===== config.mk =====
export PLATFORM = sky130hd
export DESIGN_NAME = temp_event_window_monitor
export DESIGN_NICKNAME = d
export VERILOG_FILES = /design/src/hdl/tewm_pkg.sv /design/src/hdl/tewm_ctrl.sv /design/src/hdl/tewm_dp.sv /design/src/hdl/tewm_regs.sv /design/src/hdl/temp_event_window_monitor.sv
export SDC_FILE = /design/constraint.sdc
export NUM_CORES = 2
export LEC_CHECK = 0
export BUFFER_PORTS_ARGS = -buffer_cell sky130_fd_sc_hd__buf_2
export CORE_MARGIN = 10
export CORE_UTILIZATION = 50
export CTS_CLUSTER_SIZE = 12
export DETAILED_ROUTE_END_ITERATION = 10
export HOLD_SLACK_MARGIN = 0.06
export PLACE_DENSITY_LB_ADDON = 0.1
export SYNTH_ARGS = -nofsm -noshare
export SYNTH_HDL_FRONTEND = slang
export SYNTH_SLANG_ARGS = --single-unit

===== constraint.sdc =====
create_clock -name clk -period 13.9 [get_ports clk]
set_clock_uncertainty 0.15 [all_clocks]
set_input_delay 0.695 -clock clk [delete_from_list [all_inputs] [get_ports clk]]
set_output_delay 0.695 -clock clk [all_outputs]
set_load 0.02 [all_outputs]

===== src/hdl/tewm_pkg.sv =====
`timescale 1ns / 1ps
`default_nettype none
package tewm_pkg;
	localparam int SAMPLE_W = 12;
	localparam int SUM_W    = 20;
	localparam int CNT_W    = 8;
	localparam logic [CNT_W-1:0] COUNT_MAX = 8'hFF;
	localparam int DIV_STEPS = 20;

	// register indexes
	localparam logic [2:0] REG_UPPER   = 3'd0;
	localparam logic [2:0] REG_LOWER   = 3'd1;
	localparam logic [2:0] REG_PERIOD  = 3'd2;
	localparam logic [2:0] REG_TLIMIT  = 3'd3;
	localparam logic [2:0] REG_CLIMIT  = 3'd4;
	localparam logic [2:0] REG_EVRES   = 3'd5;
	localparam logic [2:0] REG_NORMRES = 3'd6;

	typedef enum logic [2:0] {
		ST_IDLE,
		ST_READ,
		ST_EVAL,
		ST_DIVIDE,
		ST_OUTPUT
	} state_t;

	typedef struct packed {
		logic load;      // capture input item
		logic read;      // read sensor memory
		logic eval;      // update state, start divide
		logic div_step;  // one divide iteration
		logic div_done;  // quotient finished
	} cmd_t;

	typedef struct packed {
		logic need_div;
		logic div_last;
	} status_t;

	typedef struct packed {
		logic signed [SAMPLE_W-1:0] upper;
		logic signed [SAMPLE_W-1:0] lower;
		logic [31:0] period;
		logic [31:0] tlimit;
		logic [CNT_W-1:0] climit;
		logic [1:0] evres;
		logic [1:0] normres;
	} cfg_t;
endpackage
`default_nettype wire


===== src/hdl/tewm_ctrl.sv =====
`timescale 1ns / 1ps
`default_nettype none
module tewm_ctrl (
	input  wire logic clk,
	input  wire logic arst_n,
	input  wire logic in_fire,
	input  wire logic out_fire,
	input  wire tewm_pkg::status_t status,
	output tewm_pkg::cmd_t cmd,
	output logic busy,
	output logic out_valid
);
	import tewm_pkg::*;
	state_t state_q, state_nx;

	// advance state
	always_ff @(posedge clk or negedge arst_n) begin
		if (!arst_n) state_q <= ST_IDLE;
		else state_q <= state_nx;
	end

	// next state
	always_comb begin
		state_nx = state_q;
		unique case (state_q)
			ST_IDLE:   if (in_fire) state_nx = ST_READ;
			ST_READ:   state_nx = ST_EVAL;
			ST_EVAL:   state_nx = status.need_div ? ST_DIVIDE : ST_OUTPUT;
			ST_DIVIDE: if (status.div_last) state_nx = ST_OUTPUT;
			ST_OUTPUT: if (out_fire) state_nx = ST_IDLE;
			default:   state_nx = ST_IDLE;
		endcase
	end

	// outputs
	always_comb begin
		cmd = '0;
		busy = 1'b1;
		out_valid = 1'b0;
		unique case (state_q)
			ST_IDLE: begin
				busy = 1'b0;
				cmd.load = in_fire;
			end
			ST_READ: cmd.read = 1'b1;
			ST_EVAL: cmd.eval = 1'b1;
			ST_DIVIDE: begin
				cmd.div_step = 1'b1;
				cmd.div_done = status.div_last;
			end
			ST_OUTPUT: out_valid = 1'b1;
			default: ;
		endcase
	end
endmodule
`default_nettype wire


===== src/hdl/tewm_dp.sv =====
`timescale 1ns / 1ps
`default_nettype none
module tewm_dp #(
	parameter int SENSOR_COUNT = 8
) (
	input  wire logic clk,
	input  wire logic arst_n,
	input  wire tewm_pkg::cmd_t cmd,
	input  wire tewm_pkg::cfg_t cfg,
	input  wire logic [31:0] now_time,
	input  wire logic signed [11:0] temp_sample,
	input  wire logic read_ok,
	input  wire logic res_write_ok,
	output tewm_pkg::status_t status,
	output logic [76:0] result
);
	import tewm_pkg::*;
	localparam int IDX_W = (SENSOR_COUNT > 1) ? $clog2(SENSOR_COUNT) : 1;
	localparam logic [IDX_W-1:0] LAST_SLOT = IDX_W'(SENSOR_COUNT - 1);

	// per-sensor state in flip-flops, read at the slot index
	logic [31:0] last_q [SENSOR_COUNT];
	logic [31:0] start_q [SENSOR_COUNT];
	logic [CNT_W-1:0] cnt_q [SENSOR_COUNT];
	logic [SENSOR_COUNT-1:0] flag_q;
	logic signed [SAMPLE_W-1:0] min_q [SENSOR_COUNT];
	logic signed [SAMPLE_W-1:0] max_q [SENSOR_COUNT];
	logic [SUM_W-1:0] sum_q [SENSOR_COUNT];

	logic [IDX_W-1:0] slot_q;
	logic [31:0] now_q;
	logic signed [SAMPLE_W-1:0] t_q;
	logic rd_q, wr_q;

	// values read in the read state
	logic [31:0] r_last_q, r_start_q;
	logic [CNT_W-1:0] r_cnt_q;
	logic r_flag_q;
	logic signed [SAMPLE_W-1:0] r_min_q, r_max_q;
	logic [SUM_W-1:0] r_sum_q;

	// result fields
	logic used_q, rqv_q, done_q, act_q;
	logic [1:0] rqc_q;
	logic signed [SAMPLE_W-1:0] omin_q, omax_q;
	logic [SAMPLE_W-1:0] oavg_q;
	logic [31:0] oend_q;

	// divider
	logic [SUM_W-1:0] rem_mag_q, quo_q;
	logic [SUM_W:0] part_q;
	logic [CNT_W-1:0] div_q;
	logic neg_q;
	logic [4:0] step_q;

	// evaluation
	logic due, out_range, start_ok, close_cond, close_ok, ok;
	logic [CNT_W-1:0] cnt_inc, cnt_new;
	logic signed [SAMPLE_W-1:0] min_new, max_new, mn1, mx1;
	logic [SUM_W-1:0] sum_base, sum_new;
	logic flag_mid, stop_start;

	always_comb begin
		due = ((now_q - r_last_q) > cfg.period) && rd_q;
		cnt_inc = (r_cnt_q < COUNT_MAX) ? r_cnt_q + 1'b1 : r_cnt_q;
		out_range = (t_q > cfg.upper) || (t_q < cfg.lower);
		stop_start = out_range && !wr_q;
		start_ok = out_range && wr_q;
		flag_mid = start_ok ? 1'b1 : r_flag_q;
		cnt_new = start_ok ? CNT_W'(1) : cnt_inc;
		mn1 = start_ok ? t_q : r_min_q;
		mx1 = start_ok ? t_q : r_max_q;
		sum_base = start_ok ? '0 : r_sum_q;
		sum_new = sum_base + SUM_W'(t_q);
		min_new = (t_q < mn1) ? t_q : mn1;
		max_new = (t_q > mx1) ? t_q : mx1;
		close_cond = !stop_start && flag_mid &&
			(((now_q - (start_ok ? now_q : r_start_q)) > cfg.tlimit) ||
			(cnt_new > cfg.climit));
		close_ok = close_cond && wr_q;
		ok = !stop_start && !(close_cond && !wr_q);
	end

	assign status = '{
		need_div: cmd.eval && due && close_ok && (cnt_new != '0),
		div_last: (step_q == 5'(DIV_STEPS - 1))
	};

	// capture item, advance slot
	always_ff @(posedge clk or negedge arst_n) begin
		if (!arst_n) begin
			slot_q <= LAST_SLOT;
		end else if (cmd.load) begin
			slot_q <= (slot_q == LAST_SLOT) ? '0 : slot_q + 1'b1;
		end
	end

	always_ff @(posedge clk) begin
		if (cmd.load) begin
			now_q <= now_time;
			t_q <= temp_sample;
			rd_q <= read_ok;
			wr_q <= res_write_ok;
		end
		if (cmd.read) begin
			r_last_q <= last_q[slot_q];
			r_start_q <= start_q[slot_q];
			r_cnt_q <= cnt_q[slot_q];
			r_flag_q <= flag_q[slot_q];
			r_min_q <= min_q[slot_q];
			r_max_q <= max_q[slot_q];
			r_sum_q <= sum_q[slot_q];
		end
	end

	// write back sensor state
	always_ff @(posedge clk or negedge arst_n) begin
		if (!arst_n) begin
			flag_q <= '0;
			for (int k = 0; k < SENSOR_COUNT; k++) begin
				last_q[k] <= '0;
				start_q[k] <= '0;
				cnt_q[k] <= '0;
				min_q[k] <= '0;
				max_q[k] <= '0;
				sum_q[k] <= '0;
			end
		end else if (cmd.eval && due) begin
			cnt_q[slot_q] <= cnt_new;
			if (start_ok) start_q[slot_q] <= now_q;
			if (!stop_start) begin
				flag_q[slot_q] <= flag_mid && !close_ok;
				if (flag_mid) begin
					min_q[slot_q] <= min_new;
					max_q[slot_q] <= max_new;
					sum_q[slot_q] <= sum_new;
				end else if (start_ok) begin
					sum_q[slot_q] <= '0;
				end
			end
			if (ok) last_q[slot_q] <= now_q;
		end
	end

	// result fields and divider, one quotient bit a step
	always_ff @(posedge clk) begin
		if (cmd.eval) begin
			used_q <= due && ok;
			rqv_q <= due && (out_range || close_cond);
			rqc_q <= !due ? 2'd0 : close_cond ? cfg.normres :
				out_range ? cfg.evres : 2'd0;
			// a refused start leaves the flag as it was
			act_q <= (due && !stop_start) ? (flag_mid && !close_ok) : r_flag_q;
			done_q <= due && close_ok;
			omin_q <= (due && close_ok) ? min_new : '0;
			omax_q <= (due && close_ok) ? max_new : '0;
			oend_q <= (due && close_ok) ? now_q : '0;
			oavg_q <= '0;
			neg_q <= sum_new[SUM_W-1];
			rem_mag_q <= sum_new[SUM_W-1] ? SUM_W'(-sum_new) : sum_new;
			quo_q <= '0;
			part_q <= '0;
			div_q <= cnt_new;
			step_q <= '0;
		end else if (cmd.div_step) begin
			logic [SUM_W:0] trial;
			logic [SUM_W-1:0] q;
			logic [SUM_W-1:0] qs;
			logic signed [SUM_W:0] sq;
			trial = {part_q[SUM_W-1:0], rem_mag_q[SUM_W-1]};
			q = {quo_q[SUM_W-2:0], 1'b0};
			if (trial >= {{(SUM_W+1-CNT_W){1'b0}}, div_q}) begin
				trial = trial - {{(SUM_W+1-CNT_W){1'b0}}, div_q};
				q[0] = 1'b1;
			end
			part_q <= trial;
			quo_q <= q;
			rem_mag_q <= {rem_mag_q[SUM_W-2:0], 1'b0};
			step_q <= step_q + 1'b1;
			qs = neg_q ? SUM_W'(-q) : q;
			sq = $signed({qs[SUM_W-1], qs});
			if (cmd.div_done) begin
				if (sq > 21'sd2047) oavg_q <= 12'h7FF;
				else if (sq < -21'sd2048) oavg_q <= 12'h800;
				else oavg_q <= qs[SAMPLE_W-1:0];
			end
		end
	end

	// sensor_slot, sample_used, res_request_valid/code, event_active,
	// event_done, event_min, event_max, event_average, event_end_time
	assign result = {oend_q, oavg_q, omax_q, omin_q, done_q, act_q,
		rqc_q, rqv_q, used_q, 3'(slot_q)};
endmodule
`default_nettype wire


===== src/hdl/tewm_regs.sv =====
`timescale 1ns / 1ps
`default_nettype none
module tewm_regs (
	input  wire logic clk,
	input  wire logic arst_n,
	input  wire logic psel,
	input  wire logic penable,
	input  wire logic pwrite,
	input  wire logic [4:0] paddr,
	input  wire logic [31:0] pwdata,
	output logic [31:0] prdata,
	output tewm_pkg::cfg_t cfg
);
	import tewm_pkg::*;
	logic [2:0] idx;
	assign idx = paddr[4:2];

	// write on access phase
	always_ff @(posedge clk or negedge arst_n) begin
		if (!arst_n) begin
			cfg.upper <= 12'sd2047;
			cfg.lower <= -12'sd2048;
			cfg.period <= '0;
			cfg.tlimit <= 32'd1000;
			cfg.climit <= 8'd16;
			cfg.evres <= 2'd3;
			cfg.normres <= 2'd0;
		end else if (psel && penable && pwrite) begin
			unique case (idx)
				REG_UPPER:   cfg.upper <= pwdata[11:0];
				REG_LOWER:   cfg.lower <= pwdata[11:0];
				REG_PERIOD:  cfg.period <= pwdata;
				REG_TLIMIT:  cfg.tlimit <= pwdata;
				REG_CLIMIT:  cfg.climit <= pwdata[7:0];
				REG_EVRES:   cfg.evres <= pwdata[1:0];
				REG_NORMRES: cfg.normres <= pwdata[1:0];
				default: ;
			endcase
		end
	end

	// read decode
	always_comb begin
		unique case (idx)
			REG_UPPER:   prdata = {{20{cfg.upper[11]}}, cfg.upper};
			REG_LOWER:   prdata = {{20{cfg.lower[11]}}, cfg.lower};
			REG_PERIOD:  prdata = cfg.period;
			REG_TLIMIT:  prdata = cfg.tlimit;
			REG_CLIMIT:  prdata = {24'd0, cfg.climit};
			REG_EVRES:   prdata = {30'd0, cfg.evres};
			REG_NORMRES: prdata = {30'd0, cfg.normres};
			default:     prdata = '0;
		endcase
	end
endmodule
`default_nettype wire


===== src/hdl/temp_event_window_monitor.sv =====
// Temperature event window monitor.
// Slave stream: one poll slot per transfer; s_tdata carries now_time,
// temp_sample, read_ok and res_write_ok. Master stream: one result per slot
// with the slot index, flags, resolution request and the closed event record.
// APB port: seven shared registers at byte addresses 0..24, pready tied high.
// m_tvalid rises after the read and evaluate states when no event closes; when
// an event closes, the one-bit-a-step divider for the average runs before it
// rises. One item is in flight at a time, so a new item is taken only after
// the previous result has gone out on the master stream.
// s_tready is high only while the block is idle. When the receiver stalls,
// the result holds on m_tdata and no new item is taken.
// Reset clears all per-sensor state, loads register reset values and sets
// the slot counter so that the first slot handled is sensor 0.
`timescale 1ns / 1ps
`default_nettype none
module temp_event_window_monitor #(
	parameter int SENSOR_COUNT = 8
) (
	input  wire logic clk,
	input  wire logic arst_n,
	input  wire logic s_tvalid,
	output logic s_tready,
	// [31:0] now_time, [43:32] temp_sample, [44] read_ok, [45] res_write_ok
	input  wire logic [47:0] s_tdata,
	output logic m_tvalid,
	input  wire logic m_tready,
	// [2:0] sensor_slot, [3] sample_used, [4] res_request_valid,
	// [6:5] res_request_code, [7] event_active, [8] event_done,
	// [20:9] event_min, [32:21] event_max, [44:33] event_average,
	// [76:45] event_end_time
	output logic [79:0] m_tdata,
	input  wire logic psel,
	input  wire logic penable,
	input  wire logic pwrite,
	input  wire logic [4:0] paddr,
	input  wire logic [31:0] pwdata,
	output logic [31:0] prdata,
	output logic pready
);
	import tewm_pkg::*;
	cfg_t cfg;
	cmd_t cmd;
	status_t status;
	logic busy;
	logic [76:0] res_lo;

	assign pready = 1'b1;
	assign s_tready = !busy;

	tewm_regs u_regs (
		.clk, .arst_n, .psel, .penable, .pwrite, .paddr, .pwdata, .prdata, .cfg
	);

	tewm_ctrl u_ctrl (
		.clk, .arst_n,
		.in_fire(s_tvalid && s_tready),
		.out_fire(m_tvalid && m_tready),
		.status, .cmd, .busy, .out_valid(m_tvalid)
	);

	tewm_dp #(.SENSOR_COUNT(SENSOR_COUNT)) u_dp (
		.clk, .arst_n, .cmd, .cfg,
		.now_time(s_tdata[31:0]),
		.temp_sample(s_tdata[43:32]),
		.read_ok(s_tdata[44]),
		.res_write_ok(s_tdata[45]),
		.status, .result(res_lo)
	);

	assign m_tdata = {3'd0, res_lo};
endmodule
`default_nettype wire


==> PnR_summary.wiki <==
{| class="wikitable"
! Metric !! Value
|-
| Overall via count from detail_route || 45,900
|-
| Overflow after GRT || 0
|-
| First drt pass iteration count || 8
|-
| Clk slew on worst S/H paths || 0.06 ns
|-
| Initial core utilization || 0.502
|-
| Max H-tree Level || 4
|-
| Top library cells by usage in the layout, fill and taps aside || dfrtp_1, nand2_1, mux2_2
|-
| Post-Route Utilization || 0.566
|-
| Clock latency on the worst-skew pair || 0.78 ns
|-
| Worst R2R End || u_dp.oend_q[17]
|-
| Post-synthesis cell type count || 93
|-
| Gate count after technology mapping || 5,699
|-
| Buffers from clock root to sink, at most || 3
|-
| Number of storage elements in the synthesis netlist || 1,352
|-
| Chip height || 377 um
|-
| Top-Level Pins || 207
|-
| Post-detailed-route wirelength per cell || 24.2 um
|-
| Number of buffers inserted by port buffering || 198
|-
| Power per standard cell area || 206 nW/um2
|-
| FFs w/ async S/R, synth || 0.771
|-
| Vias in the first global route || 45,300
|-
| Final critical delay including setup and external delays || 10.10 ns
|-
| Critical Path Max Stage Delay || 0.83 ns
|-
| Cell with the largest stage delay on the worst path || edfxtp_1
|-
| Residual DRC count || 0
|-
| Period Utilization, post-route || 0.727
|-
| Number of clock sinks seen by CTS || 1,352
|-
| Worst ir drop on vdd || 0.157 mV
|-
| Final setup violation count || 0
|-
| Global-route total usage across every layer || 0.256
|-
| Largest net degree at the start of global routing || 177
|-
| Flop2flop setup slack || 3.80 ns
|-
| Count of final hold-check violations || 0
|-
| Max-Slew Margin vs Limit || 0.260
|-
| Fraction of synthesized cell area taken by the top area cell type || 0.399
|-
| Vias per Instance || 6.03
|-
| Cell seen most often among critical-path stages || ha_1
|-
| Post-CTS Resized || 0
|-
| Global-route wire length before repair || 282 mm
|-
| Launching point of the worst reg2reg path || u_dp.t_q[0]
|-
| RSZ-0062 raised after global routing || no
|-
| Startpoint-to-endpoint class of the critical path || flip-flop to flip-flop
|-
| Fmax || 99.0 MHz
|-
| Arr. time, crit path || 10.58 ns
|-
| Static leakage power || 32.5 nW
|-
| TritonCTS Buffers || 147
|-
| Worst EP required || 14.38 ns
|-
| Max Cap Violations || 0
|-
| Most common cell after layout, fill and taps aside || dfrtp_1
|-
| Synthesized area divided by synthesized cell count || 11.2 um2
|-
| Largest driver fanout on the critical path || 37
|-
| Summed instance area of the synthesized netlist || 63,900 um2
|-
| Die Wd || 377 um
|-
| CTS tree || yes
|-
| Cell depth of the worst hold path || 4
|-
| P&R area growth vs syn || 12.6%
|-
| Drt total wl || 184 mm
|-
| Worst reg2reg path depth || 32
|-
| Initial detailed-routing violation count || 4,159
|-
| Proportion of synthesized chip area in sequential cells || 0.545
|-
| Hold-critical path endpoint || u_ctrl.state_q[2]
|-
| Number of placed instances, taps included || 7,266
|-
| Final Instance Count excl. Fillers || 7,616
|-
| Result of the run || finished, final reports clean
|-
| Root buffer cell || clkbuf_16
|-
| Setup_tns || 0 ns
|-
| HPWL after detailed placement || 111 mm
|-
| Startpoint type of the worst setup path || flip-flop
|-
| CP endpoint kind || flip-flop
|-
| Leading post-synthesis cells by cell area || dfrtp_1, edfxtp_1, mux2_2
|-
| Final-report max-slew violation count || 0
|-
| Number of warning messages in the yosys log || 0
|-
| Die Area || 143,000 um2
|-
| Final #Nets || 6,140
|-
| Startpoint of the tightest hold check path || m_tready
|-
| Proportion of layout cells with a drive suffix above 1 || 0.193
|-
| Initial antenna violation count || 11
|-
| Main flop type after synthesis || dfrtp_1
|-
| Overall power after layout || 14.8 mW
|-
| Library cell occupying the most area in the post-synthesis netlist || dfrtp_1
|-
| Class of the tightest hold or removal check || input port to flip-flop
|-
| Core Rows || 131
|-
| Slew of the pin with the lowest slew margin || 1.11 ns
|-
| Routability-driven placement congestion ratio || 0.852
|-
| EDFF count, synth || 254
|-
| Number of nets with antenna violations after routing || 0
|-
| Core ar. || 127,000 um2
|}
[critical path, delay by kind of cell, from the launching register on]
family | cells | cell delay, ns
adders and majority gates | 4 | 1.33
AOI/OAI and AO/OA | 14 | 3.55
DFF | 1 | 0.83
buffers and inverters | 3 | 1.33
and+or+nand+nor | 11 | 2.70
[routing by layer]
metal | track usage | part of all wire | vias to the layer above | wire (um)
met5 | 0 | 0 | - | 0
met4 | 0.0655 | 0.021 | 0 | 3940
met3 | 0.0502 | 0.068 | 239 | 12500
met2 | 0.387 | 0.44 | 1351 | 81100
met1 | 0.377 | 0.47 | 23300 | 86700
li1 | - | - | 21100 | -
[worst max path at each step]
stage	from	end	slack, ns
6_report	u_dp.t_q[0]	u_dp.oend_q[17]	3.80
5_1_grt	u_dp.t_q[0]	u_dp.oend_q[3]	3.23
4_1_cts	u_dp.t_q[0]	u_dp.last_q[38]	3.78
3_5_place_dp	u_dp.t_q[0]	u_dp.oend_q[17]	3.81
3_3_place_gp	u_dp.t_q[0]	u_dp.oend_q[9]	3.89
2_1_floorplan	u_ctrl.state_q[0]	u_dp.r_cnt_q[0]	4.03
[synthesized netlist by cell type (11+ instances only)]
cell type,count
nor2b_1,30
edfxtp_1,254
buf_2,44
a31oi_1,32
and3_1,32
inv_1,181
nor2_1,163
o21ai_0,547
or3_1,25
dfxtp_1,56
and2_1,57
o22ai_1,17
a211oi_1,18
xor2_1,34
nand2_1,672
a22oi_1,474
xnor2_1,61
nor3_1,51
nand3_1,53
o21a_1,32
o211ai_1,19
nand2b_1,36
a221o_1,24
buf_1,35
mux2_2,569
mux2i_1,71
dfrtp_1,1018
or4_1,13
o21ai_1,25
a22o_1,18
nor3b_1,11
nand4_1,156
ha_1,213
clkbuf_1,278
dfstp_2,24
a21oi_1,94
a21o_1,70
buf_4,15
[flip-flops by register name, indices dropped and copies added (netlist names), 32 cells and up]
name	flops
u_dp.oend_q	32
u_dp.now_q	32
u_dp.r_start_q	32
u_regs.cfg	100
u_dp.sum_q	160
u_dp.last_q	256
u_dp.min_q	96
u_dp.max_q	96
u_dp.start_q	256
u_dp.cnt_q	64
u_dp.r_last_q	32
[power by group]
group          switching (mW)  internal (mW)  leakage [nW]
clock                    1.62           2.25          2.30
combinational            3.42           1.85          13.1
sequential              0.641           5.04          17.1
total                    5.69           9.14          32.5
[per-stage QoR]
step                      hold WS [ns]  cell area [um2]  setup slack (ns)
after detailed placement         0.300            66400              3.81
after global placement           0.290            66400              3.89
after global routing             0.123            72000              3.23
after CTS                       0.0880            72000              3.78
after floorplan                  0.249            63900              4.03
final                            0.144            72000              3.80
[layout make-up]
| type | instances | area, um2 |
|---|---|---|
| diodes | 1 | 2.50 |
| clock buffers | 238 | 4430 |
| fillers | 10900 | 55200 |
| flip-flops and latches | 1352 | 34900 |
| repair buffers | 361 | 2490 |
| well taps | 1662 | 2080 |
| multi-input cells | 3787 | 27100 |
| inverters | 182 | 688 |
| clock inverters | 33 | 329 |
[kinds of logic (layout without fill, tap and decap cells)]
| logic type | count (synthesis) | count (layout) | share of synthesized area |
|---|---|---|---|
| AO/OA/AOI/OAI | 1473 | 1473 | 0.150 |
| flip-flops | 1352 | 1352 | 0.545 |
| AND/OR/NAND/NOR | 1349 | 1349 | 0.0995 |
| multiplexers | 649 | 649 | 0.114 |
| buffers and inverters | 562 | 814 | 0.0355 |
| adder cells (fa/ha/maj) | 217 | 217 | 0.0430 |
| XOR/XNOR | 95 | 95 | 0.0130 |
| other | 2 | 5 | 0.000118 |
[what timing repair did]
| item | in CTS | in global routing |
|---|---|---|
| hold buffers | 78 | 0 |
| endpoints found under the hold margin | 231 | 0 |
| buffers inserted | 0 | 0 |
Note: power is estimated with default switching activity, not from simulation.
